--- config.mk ---
export PLATFORM = sky130hd
export DESIGN_NAME = oled_page_transition_engine_unit
export DESIGN_NICKNAME = d
export VERILOG_FILES = /design/src/rtl/opte_pkg.sv /design/src/rtl/opte_front.sv /design/src/rtl/opte_fifo.sv /design/src/rtl/opte_back.sv /design/src/rtl/oled_page_transition_engine_unit.sv
export SDC_FILE = /design/constraint.sdc
export NUM_CORES = 1
export LEC_CHECK = 0
export BUFFER_PORTS_ARGS = -buffer_cell sky130_fd_sc_hd__buf_4
export CAP_MARGIN = 30
export CORE_ASPECT_RATIO = 0.8
export CORE_MARGIN = 2
export CORE_UTILIZATION = 48
export DETAILED_ROUTE_END_ITERATION = 10
export PLACE_DENSITY = 0.68
export SYNTH_ARGS = -nofsm -noshare
export SYNTH_HDL_FRONTEND = slang
export SYNTH_SLANG_ARGS = --single-unit
--- constraint.sdc ---
create_clock -name clk_i -period 5.6 [get_ports clk_i]
set_input_delay 0.28 -clock clk_i [delete_from_list [all_inputs] [get_ports clk_i]]
set_output_delay 0.28 -clock clk_i [all_outputs]
set_load 0.03 [all_outputs]
--- src/rtl/opte_pkg.sv ---
package opte_pkg;

  // Operation codes of an input request.
  localparam logic [2:0] OpStartShades = 3'd0;
  localparam logic [2:0] OpStartCrt    = 3'd1;
  localparam logic [2:0] OpFrameBegin  = 3'd2;
  localparam logic [2:0] OpPixel       = 3'd3;
  localparam logic [2:0] OpFrameEnd    = 3'd4;

  // Effect codes as reported on active_effect.
  localparam logic [1:0] FxIdle   = 2'd0;
  localparam logic [1:0] FxShades = 2'd1;
  localparam logic [1:0] FxCrt    = 2'd2;

  // Command queue between front and back.
  localparam int unsigned FifoDepth = 4;
  localparam int unsigned FifoPtrW  = $clog2(FifoDepth);
  localparam int unsigned FifoCntW  = $clog2(FifoDepth + 1);

  typedef struct packed {
    logic [2:0] operation;
    logic       direction;
    logic [2:0] page_index;
    logic [6:0] column_index;
    logic [7:0] new_byte;
    logic [7:0] old_byte;
  } in_req_t;

  typedef struct packed {
    logic [7:0] pixel_out;
    logic [1:0] active_effect;
    logic       finish_flag;
  } out_req_t;

  typedef enum logic [2:0] {
    KindStartShades,
    KindStartCrt,
    KindFrameBegin,
    KindPixel,
    KindFrameEnd,
    KindNone
  } kind_e;

  typedef struct packed {
    kind_e      kind;
    logic       direction;
    logic [2:0] page_index;
    logic [6:0] column_index;
    logic [7:0] new_byte;
    logic [7:0] old_byte;
  } cmd_t;

  typedef struct packed {
    logic                empty;
    logic                full;
    logic [FifoCntW-1:0] count;
  } fifo_status_t;

endpackage

--- src/rtl/opte_front.sv ---
module opte_front (
  input  logic                  in_valid_i,
  input  opte_pkg::in_req_t     in_req_i,
  output logic                  in_ready_o,
  input  opte_pkg::fifo_status_t fifo_status_i,
  output logic                  push_o,
  output opte_pkg::cmd_t        cmd_o
);

  assign in_ready_o = !fifo_status_i.full;
  assign push_o     = in_valid_i && !fifo_status_i.full;

  // Classify the operation; codes without meaning become a no-op command.
  always_comb begin
    cmd_o.direction    = in_req_i.direction;
    cmd_o.page_index   = in_req_i.page_index;
    cmd_o.column_index = in_req_i.column_index;
    cmd_o.new_byte     = in_req_i.new_byte;
    cmd_o.old_byte     = in_req_i.old_byte;
    case (in_req_i.operation)
      opte_pkg::OpStartShades: cmd_o.kind = opte_pkg::KindStartShades;
      opte_pkg::OpStartCrt:    cmd_o.kind = opte_pkg::KindStartCrt;
      opte_pkg::OpFrameBegin:  cmd_o.kind = opte_pkg::KindFrameBegin;
      opte_pkg::OpPixel:       cmd_o.kind = opte_pkg::KindPixel;
      opte_pkg::OpFrameEnd:    cmd_o.kind = opte_pkg::KindFrameEnd;
      default:                 cmd_o.kind = opte_pkg::KindNone;
    endcase
  end

endmodule

--- src/rtl/opte_fifo.sv ---
module opte_fifo (
  input  logic                   clk_i,
  input  logic                   rst_ni,
  input  logic                   push_i,
  input  opte_pkg::cmd_t         push_data_i,
  input  logic                   pop_i,
  output opte_pkg::cmd_t         pop_data_o,
  output opte_pkg::fifo_status_t status_o
);

  localparam logic [opte_pkg::FifoPtrW-1:0] LastPtr =
    opte_pkg::FifoPtrW'(opte_pkg::FifoDepth - 1);
  localparam logic [opte_pkg::FifoCntW-1:0] FullCnt =
    opte_pkg::FifoCntW'(opte_pkg::FifoDepth);

  opte_pkg::cmd_t                 mem_q [opte_pkg::FifoDepth];
  logic [opte_pkg::FifoPtrW-1:0]  wr_ptr_q, wr_ptr_d;
  logic [opte_pkg::FifoPtrW-1:0]  rd_ptr_q, rd_ptr_d;
  logic [opte_pkg::FifoCntW-1:0]  count_q, count_d;

  always_comb begin
    wr_ptr_d = wr_ptr_q;
    rd_ptr_d = rd_ptr_q;
    count_d  = count_q;
    if (push_i) begin
      wr_ptr_d = (wr_ptr_q == LastPtr) ? '0 : wr_ptr_q + 1'b1;
    end
    if (pop_i) begin
      rd_ptr_d = (rd_ptr_q == LastPtr) ? '0 : rd_ptr_q + 1'b1;
    end
    if (push_i && !pop_i) begin
      count_d = count_q + 1'b1;
    end else if (pop_i && !push_i) begin
      count_d = count_q - 1'b1;
    end
  end

  always_ff @(posedge clk_i or negedge rst_ni) begin
    if (!rst_ni) begin
      wr_ptr_q <= '0;
      rd_ptr_q <= '0;
      count_q  <= '0;
    end else begin
      wr_ptr_q <= wr_ptr_d;
      rd_ptr_q <= rd_ptr_d;
      count_q  <= count_d;
    end
  end

  always_ff @(posedge clk_i) begin
    if (push_i) begin
      mem_q[wr_ptr_q] <= push_data_i;
    end
  end

  assign pop_data_o     = mem_q[rd_ptr_q];
  assign status_o.empty = (count_q == '0);
  assign status_o.full  = (count_q == FullCnt);
  assign status_o.count = count_q;

endmodule

--- src/rtl/opte_back.sv ---
module opte_back (
  input  logic                   clk_i,
  input  logic                   rst_ni,
  input  opte_pkg::fifo_status_t fifo_status_i,
  input  opte_pkg::cmd_t         cmd_i,
  output logic                   pop_o,
  output logic                   out_valid_o,
  input  logic                   out_ready_i,
  output opte_pkg::out_req_t     out_req_o
);

  logic [1:0] effect_mode_q, effect_mode_d;
  logic [1:0] frame_effect_q, frame_effect_d;
  logic       shade_dir_q, shade_dir_d;
  logic [3:0] shade_step_q, shade_step_d;
  logic [5:0] crt_height_q, crt_height_d;
  logic [7:0] crt_width_q, crt_width_d;
  logic       crt_height_phase_q, crt_height_phase_d;
  logic       crt_opening_q, crt_opening_d;
  logic       out_valid_q;
  opte_pkg::out_req_t out_q, out_d;

  function automatic logic [7:0] render_shades(input logic dir, input logic [3:0] step,
                                               input logic [7:0] nb, input logic [7:0] ob);
    logic [2:0] sh;
    sh = (step >= 4'd8) ? 3'd0 : 3'(4'd8 - step);
    if (dir) begin
      return 8'(ob << 1) | 8'(nb >> sh);
    end
    return 8'(ob >> 1) | 8'(nb << sh);
  endfunction

  function automatic logic [7:0] render_crt(input logic [5:0] h, input logic [7:0] w,
                                            input logic [2:0] row, input logic [6:0] col,
                                            input logic [7:0] nb);
    logic [2:0] page;
    logic [2:0] prows;
    logic [6:0] half;
    logic [7:0] v;
    page  = h[5:3];
    prows = h[2:0];
    half  = w[7:1];
    v     = nb;
    // Rows outside the open band are blanked.
    if (row < page || ({1'b0, row} + {1'b0, page}) > 4'd7) begin
      v = 8'h00;
    end
    if (prows != 3'd0) begin
      // Partial page at each edge of the band: keep inside rows, draw the edge.
      if (row == page) begin
        v = (v & 8'(8'hFF << prows)) | 8'(8'h01 << (prows - 3'd1));
      end
      if (row == 3'd7 - page) begin
        v = (v & 8'(8'hFF >> prows)) | 8'(8'h80 >> (prows - 3'd1));
      end
    end else if (page != 3'd0 && ({1'b0, col} + {1'b0, half}) >= 8'd64 &&
                 {1'b0, col} < (8'd64 + {1'b0, half})) begin
      // Band on a page boundary: the centred line sits on the adjacent pages.
      if (row == page - 3'd1) begin
        v = 8'h80;
      end
      if ({1'b0, row} == 4'd8 - {1'b0, page}) begin
        v = 8'h01;
      end
    end
    return v;
  endfunction

  assign pop_o = !fifo_status_i.empty && (!out_valid_q || out_ready_i);

  always_comb begin
    logic [6:0] h_ext;
    logic [8:0] w_ext;
    logic       fin;
    logic [7:0] pix;
    effect_mode_d      = effect_mode_q;
    frame_effect_d     = frame_effect_q;
    shade_dir_d        = shade_dir_q;
    shade_step_d       = shade_step_q;
    crt_height_d       = crt_height_q;
    crt_width_d        = crt_width_q;
    crt_height_phase_d = crt_height_phase_q;
    crt_opening_d      = crt_opening_q;
    h_ext              = {1'b0, crt_height_q};
    w_ext              = {1'b0, crt_width_q};
    fin                = 1'b0;
    pix                = 8'h00;
    case (cmd_i.kind)
      opte_pkg::KindStartShades: begin
        shade_dir_d   = cmd_i.direction;
        shade_step_d  = 4'd1;
        effect_mode_d = opte_pkg::FxShades;
      end
      opte_pkg::KindStartCrt: begin
        if (cmd_i.direction) begin
          crt_height_d       = 6'd32;
          crt_width_d        = 8'd0;
          crt_height_phase_d = 1'b0;
          crt_opening_d      = 1'b1;
        end else begin
          crt_height_d       = 6'd1;
          crt_width_d        = 8'd128;
          crt_height_phase_d = 1'b1;
          crt_opening_d      = 1'b0;
        end
        effect_mode_d = opte_pkg::FxCrt;
      end
      opte_pkg::KindFrameBegin: begin
        frame_effect_d = effect_mode_q;
        if (effect_mode_q == opte_pkg::FxCrt) begin
          if (crt_height_phase_q) begin
            if (crt_opening_q) begin
              if (crt_height_q <= 6'd9) begin
                crt_height_d  = 6'd1;
                effect_mode_d = opte_pkg::FxIdle;
              end else begin
                crt_height_d = crt_height_q - 6'd8;
              end
            end else begin
              h_ext = h_ext + 7'd4;
              if (h_ext >= 7'd32) begin
                crt_height_d       = 6'd32;
                crt_height_phase_d = 1'b0;
              end else begin
                crt_height_d = h_ext[5:0];
              end
            end
          end else begin
            if (crt_opening_q) begin
              w_ext = w_ext + 9'd30;
              if (w_ext >= 9'd128) begin
                crt_width_d        = 8'd128;
                crt_height_phase_d = 1'b1;
              end else begin
                crt_width_d = w_ext[7:0];
              end
            end else begin
              if (crt_width_q <= 8'd20) begin
                crt_width_d   = 8'd0;
                effect_mode_d = opte_pkg::FxIdle;
                fin           = 1'b1;
              end else begin
                crt_width_d = crt_width_q - 8'd20;
              end
            end
          end
        end
      end
      opte_pkg::KindPixel: begin
        if (frame_effect_q == opte_pkg::FxShades) begin
          pix = render_shades(shade_dir_q, shade_step_q, cmd_i.new_byte, cmd_i.old_byte);
        end else if (frame_effect_q == opte_pkg::FxCrt) begin
          pix = render_crt(crt_height_q, crt_width_q, cmd_i.page_index,
                           cmd_i.column_index, cmd_i.new_byte);
        end else begin
          pix = cmd_i.new_byte;
        end
      end
      opte_pkg::KindFrameEnd: begin
        if (effect_mode_q == opte_pkg::FxShades && frame_effect_q == opte_pkg::FxShades) begin
          if (shade_step_q < 4'd15) begin
            shade_step_d = shade_step_q + 4'd1;
          end
          if (shade_step_d >= 4'd8) begin
            effect_mode_d = opte_pkg::FxIdle;
          end
        end
        frame_effect_d = opte_pkg::FxIdle;
      end
      default: begin
      end
    endcase
    out_d.pixel_out     = pix;
    out_d.active_effect = effect_mode_d;
    out_d.finish_flag   = fin;
  end

  always_ff @(posedge clk_i or negedge rst_ni) begin
    if (!rst_ni) begin
      effect_mode_q      <= opte_pkg::FxIdle;
      frame_effect_q     <= opte_pkg::FxIdle;
      shade_dir_q        <= 1'b1;
      shade_step_q       <= 4'd1;
      crt_height_q       <= 6'd0;
      crt_width_q        <= 8'd0;
      crt_height_phase_q <= 1'b0;
      crt_opening_q      <= 1'b0;
      out_valid_q        <= 1'b0;
    end else begin
      if (pop_o) begin
        effect_mode_q      <= effect_mode_d;
        frame_effect_q     <= frame_effect_d;
        shade_dir_q        <= shade_dir_d;
        shade_step_q       <= shade_step_d;
        crt_height_q       <= crt_height_d;
        crt_width_q        <= crt_width_d;
        crt_height_phase_q <= crt_height_phase_d;
        crt_opening_q      <= crt_opening_d;
        out_valid_q        <= 1'b1;
      end else if (out_ready_i) begin
        out_valid_q <= 1'b0;
      end
    end
  end

  always_ff @(posedge clk_i) begin
    if (pop_o) begin
      out_q <= out_d;
    end
  end

  assign out_valid_o = out_valid_q;
  assign out_req_o   = out_q;

endmodule

--- src/rtl/oled_page_transition_engine_unit.sv ---
// An accepted request is written into the command queue, then into the output register.
// Throughput: one request per cycle unless the output stalls; one command retires a cycle.
// A four-entry command queue absorbs output stalls, so input ready drops only when it is full.
// Reset (rst_ni low, asynchronous) empties the queue, drops output valid and puts the
// effect state in idle with shade direction down and shade step one.
module oled_page_transition_engine_unit (
  input  logic               clk_i,
  input  logic               rst_ni,
  input  logic               in_valid_i,
  output logic               in_ready_o,
  input  opte_pkg::in_req_t  in_req_i,
  output logic               out_valid_o,
  input  logic               out_ready_i,
  output opte_pkg::out_req_t out_req_o
);

  // The front end decodes each request into a command and pushes it into the queue.
  // It never reads effect state, so it accepts during back end stalls until the queue is full.
  logic                   push;
  logic                   pop;
  opte_pkg::cmd_t         push_cmd;
  opte_pkg::cmd_t         head_cmd;
  opte_pkg::fifo_status_t fifo_status;

  opte_front u_front (
    .in_valid_i    (in_valid_i),
    .in_req_i      (in_req_i),
    .in_ready_o    (in_ready_o),
    .fifo_status_i (fifo_status),
    .push_o        (push),
    .cmd_o         (push_cmd)
  );

  // The queue decouples the two halves; its head is read combinationally by the back end.
  opte_fifo u_fifo (
    .clk_i       (clk_i),
    .rst_ni      (rst_ni),
    .push_i      (push),
    .push_data_i (push_cmd),
    .pop_i       (pop),
    .pop_data_o  (head_cmd),
    .status_o    (fifo_status)
  );

  // The back end owns all effect state. It executes the head command, renders the byte,
  // and loads the output register whenever that register is empty or being drained.
  opte_back u_back (
    .clk_i         (clk_i),
    .rst_ni        (rst_ni),
    .fifo_status_i (fifo_status),
    .cmd_i         (head_cmd),
    .pop_o         (pop),
    .out_valid_o   (out_valid_o),
    .out_ready_i   (out_ready_i),
    .out_req_o     (out_req_o)
  );

  // A finishing closing effect always leaves the block idle.
  assert property (@(posedge clk_i) disable iff (!rst_ni)
    (out_valid_o && out_req_o.finish_flag) |-> (out_req_o.active_effect == opte_pkg::FxIdle))
    else $error("finish flag raised while an effect stays active");

  // The queue occupancy never exceeds its depth.
  assert property (@(posedge clk_i) disable iff (!rst_ni)
    fifo_status.count <= opte_pkg::FifoCntW'(opte_pkg::FifoDepth))
    else $error("command queue overflow");

  // A request entering an empty queue reaches the output register once the output is free.
  assert property (@(posedge clk_i) disable iff (!rst_ni)
    (in_valid_i && in_ready_o && fifo_status.empty) ##1 (!out_valid_o || out_ready_i)
      |=> out_valid_o)
    else $error("request did not reach the output register");

  // Nothing is popped from an empty queue.
  assert property (@(posedge clk_i) disable iff (!rst_ni)
    pop |-> !fifo_status.empty)
    else $error("pop from empty command queue");

endmodule

==> Flow_metrics.wiki <==
{| class="wikitable"
! Metric !! Value
|-
| Fraction of the cycle the final worst path needs || 69.57%
|-
| Crit path buf inv count || 1
|-
| Ratio of cells with drive above 1 in the final layout || 19.39%
|-
| Biggest cell delay along the critical path || 0.71 ns
|-
| Required time of the critical path || 5.89 ns
|-
| Total number of vias || 5664
|-
| Library cell occupying the most area in the post-synthesis netlist || edfxtp_1
|-
| Hold Path Class || input pin to flop
|-
| Vias in the first global route || 5547
|-
| Crit Path Class || flop to flop
|-
| Critical path depth || 10
|-
| Crit-path leading delay family || simple AND/OR/NAND/NOR gates
|-
| Clock tree from TritonCTS || built
|-
| Post-synth net total || 743
|-
| Slew at the pin with the worst max-slew slack || 0.8349 ns
|-
| Unrepaired setup endpoints after global routing || false
|-
| Clock transition at the registers of the reported paths || 0.07 ns
|-
| MaxCap Viol Count || 0
|-
| Final sum of negative setup slack || 0 ns
|-
| Fmax achieved || 0.2567 GHz
|-
| Area of the mapped netlist || 8524 sq um
|-
| Max-slew headroom at the worst pin || 43.91%
|-
| Path depth of the worst reg2reg path || 10
|-
| Commonest non-fill, non-tap cells in the layout || edfxtp_1, buf_4, nand2_1
|-
| Die Width || 153.0 um
|-
| DRT Pass-1 Iters || 7
|-
| Capture point of the worst reg-to-reg path || u_back.out_req_o[10]
|-
| Initial detailed-routing violation count || 496
|-
| Critical path peak fanout || 38
|-
| Setup violation total in the final timing report || 0
|-
| Antenna Diode Count || 0
|-
| Standard-cell row count || 43
|-
| Area contributors post-synth || edfxtp_1, dfrtp_1, mux4_2
|-
| Slowest cell on the critical path || nor3_1
|-
| Cts bufs inserted || 17
|-
| Remaining antenna violation count || 0
|-
| Clock root buffer || clkbuf_16
|-
| Min Clock Period, post-route || 3.896 ns
|-
| Bufs on Longest Clock Path || 2
|-
| CTS Sinks || 162
|-
| Core ar. || 17380 sq um
|-
| Starting density of the core || 49.05%
|-
| Worst skew pair latency || 0.43 ns
|-
| Setup slack at placement || 1.772 ns
|-
| Number of fill cells in the layout || 1415
|-
| Die area || 18850 sq um
|-
| Count of mapped cells out of synthesis || 663
|-
| Final #Nets || 789
|-
| Most used cell along the critical path || nor2_1
|-
| Average wire length per cell after detail routing || 19.98 um
|-
| Series of cell instances along the critical path || buf_4, mux4_2, ha_1, nor3_1, a22oi_1, nor2_1, nor2_1, and2_1, a32oi_1, and3_1
|-
| Power per cell area || 594.0 nW/um^2
|-
| Arrival time of the worst setup path || 4.18 ns
|-
| Fin worst setup slack || 1.704 ns
|-
| All-layer global routing usage || 21.18%
|-
| Start of the worst register-to-register path || u_fifo.rd_ptr_q[0]
|-
| Register bit total from synthesis || 162
|-
| Ratio of routed vias to standard cells || 5.981
|-
| Number of instances on the worst hold path || 1
|-
| DIE HEIGHT || 123.2 um
|-
| Global-route congestion overflow total || 0
|-
| Area growth syn-to-layout || 13.71%
|-
| Final-report max-slew violation count || 0
|-
| Startpoint types || flop
|-
| HP Start || in_req_i[10]
|-
| Element type at the critical path end || flop
|-
| Number of enable flip-flop cells after synthesis || 131
|-
| RD Place Congestion || 0.9174
|-
| I/O pin count || 47
|-
| Maximum VDD drop || 0.3011 mV
|-
| Warning count from the yosys run || 0
|-
| Reg2reg setup slack || 1.70 ns
|-
| Routed wire length || 18.92 mm
|-
| Worst Skew || 0.01375 ns
|-
| Run status || complete, no violations
|-
| Hold Crit Endpoint || u_fifo.mem_q[3][10]
|-
| Async set-reset flop share out of synthesis || 19.14%
|-
| Sequential share of the synthesized area || 55.28%
|-
| Residual DRC || 0
|-
| Worst slack on hold paths || 0.04194 ns
|-
| Hold Vio Cnt, Final || 0
|-
| Post-DP HPWL || 13.20 mm
|-
| Most used DFF post-synth || edfxtp_1
|-
| Initial antenna violation count || 0
|-
| Standby leakage power || 3.593 nW
|-
| Maximum number of pins on one net before global-route repair || 41
|-
| Post-synthesis average cell area || 12.86 sq um
|-
| Number of distinct library cell variants in the gate-level netlist after synthesis || 66
|-
| Most common cell after layout, fill and taps aside || edfxtp_1
|-
| Area share of the largest cell type after synthesis || 46.15%
|-
| Global-route wire length before repair || 30.39 mm
|-
| Maximum level of the CTS H-tree || 4
|-
| CTS-repair resized insts || 0
|-
| Number of buffers inserted by port buffering || 46
|}
[cell usage after synthesis, drive strengths merged, types with 7 or more instances]
library cell and instances:
ha 44, buf 12, mux4 31, nand2 53
nor3 23, edfxtp 131, mux2i 23, and3 9
nor2b 12, mux2 14, dfrtp 29, nand3 11
inv 30, clkbuf 16, o211ai 7, o21ai 40
nor2 34, nand2b 15, a21oi 25
[where the power goes]
part,switching (mW),leakage [nW],internal [mW]
Clock,0.548,0.288,0.598
Combinational,1.64,1.71,1.10
Sequential,0.225,1.59,1.65
[logic make-up (layout without fill, tap and decap cells)]
group	after synthesis	count (layout)	synth area share, %
AND/OR/NAND/NOR	186	186	11.10
flip-flops	162	162	55.28
AO/OA/AOI/OAI	133	133	10.17
multiplexers	68	68	12.74
buffers and inverters	59	118	2.862
adder cells (fa/ha/maj)	46	46	6.928
XOR/XNOR	9	9	0.9248
[flip-flops by register name, indices dropped and copies added, names as in the netlist]
| register | flops |
|---|---|
| u_back.crt_height_phase_q | 1 |
| u_back.crt_opening_q | 1 |
| u_back.frame_effect_q | 2 |
| u_back.crt_width_q | 7 |
| u_back.shade_dir_q | 1 |
| u_fifo.count_q | 3 |
| u_fifo.mem_q | 120 |
| u_back.out_valid_o | 1 |
| u_back.shade_step_q | 4 |
| u_fifo.wr_ptr_q | 2 |
| u_fifo.rd_ptr_q | 2 |
| u_back.out_req_o | 11 |
| u_back.crt_height_q | 5 |
| u_back.effect_mode_q | 2 |
[repair_timing]
item / CTS / global route
hold buffers: 1 / 0
buffers inserted: 0 / 0
hold endpoints to repair: 29 / 0
[layout make-up]
type	instances	area [sq um]	area share (%)
clock buffer	17	425.4	4.389
clock inverter	15	171.4	1.768
inverter	31	116.4	1.200
multi-input combinational	442	3568	36.81
sequential	162	4715	48.64
tap	225	281.5	2.904
timing repair buffer	55	415.4	4.286
[how the worst max path moves through the flow]
stage / startpoint / to
6_report: u_fifo.rd_ptr_q[0] / u_back.out_req_o[10]
5_1_grt: u_fifo.rd_ptr_q[0] / u_back.out_req_o[10]
4_1_cts: u_fifo.rd_ptr_q[0] / u_back.out_req_o[10]
3_5_place_dp: u_fifo.rd_ptr_q[1] / u_back.out_req_o[3]
3_3_place_gp: u_fifo.rd_ptr_q[1] / u_back.out_req_o[3]
2_1_floorplan: u_fifo.rd_ptr_q[0] / u_back.out_req_o[3]
[metrics by stage]
| step | total power [mW] | utilization, % | instance area (sq um) | std cells |
|---|---|---|---|---|
| 3_5_place_dp | 4.584 | 52.29 | 9086 | 914 |
| 4_1_cts | 5.752 | 55.78 | 9693 | 947 |
| 2_1_floorplan | 3.868 | - | 8524 | 663 |
| 3_3_place_gp | 4.512 | 52.24 | 9079 | 913 |
| 5_1_grt | 6.141 | 55.78 | 9693 | 947 |
| 6_report | 5.758 | 55.78 | 9693 | 947 |
[routing by layer]
layer	wire length [um]	GRT usage [%]
met2	8345	32.12
met1	8988	31.08
met4	216	6.076
met3	1370	4.697
met5	0	0
Note: power is estimated with default switching activity, not from simulation.
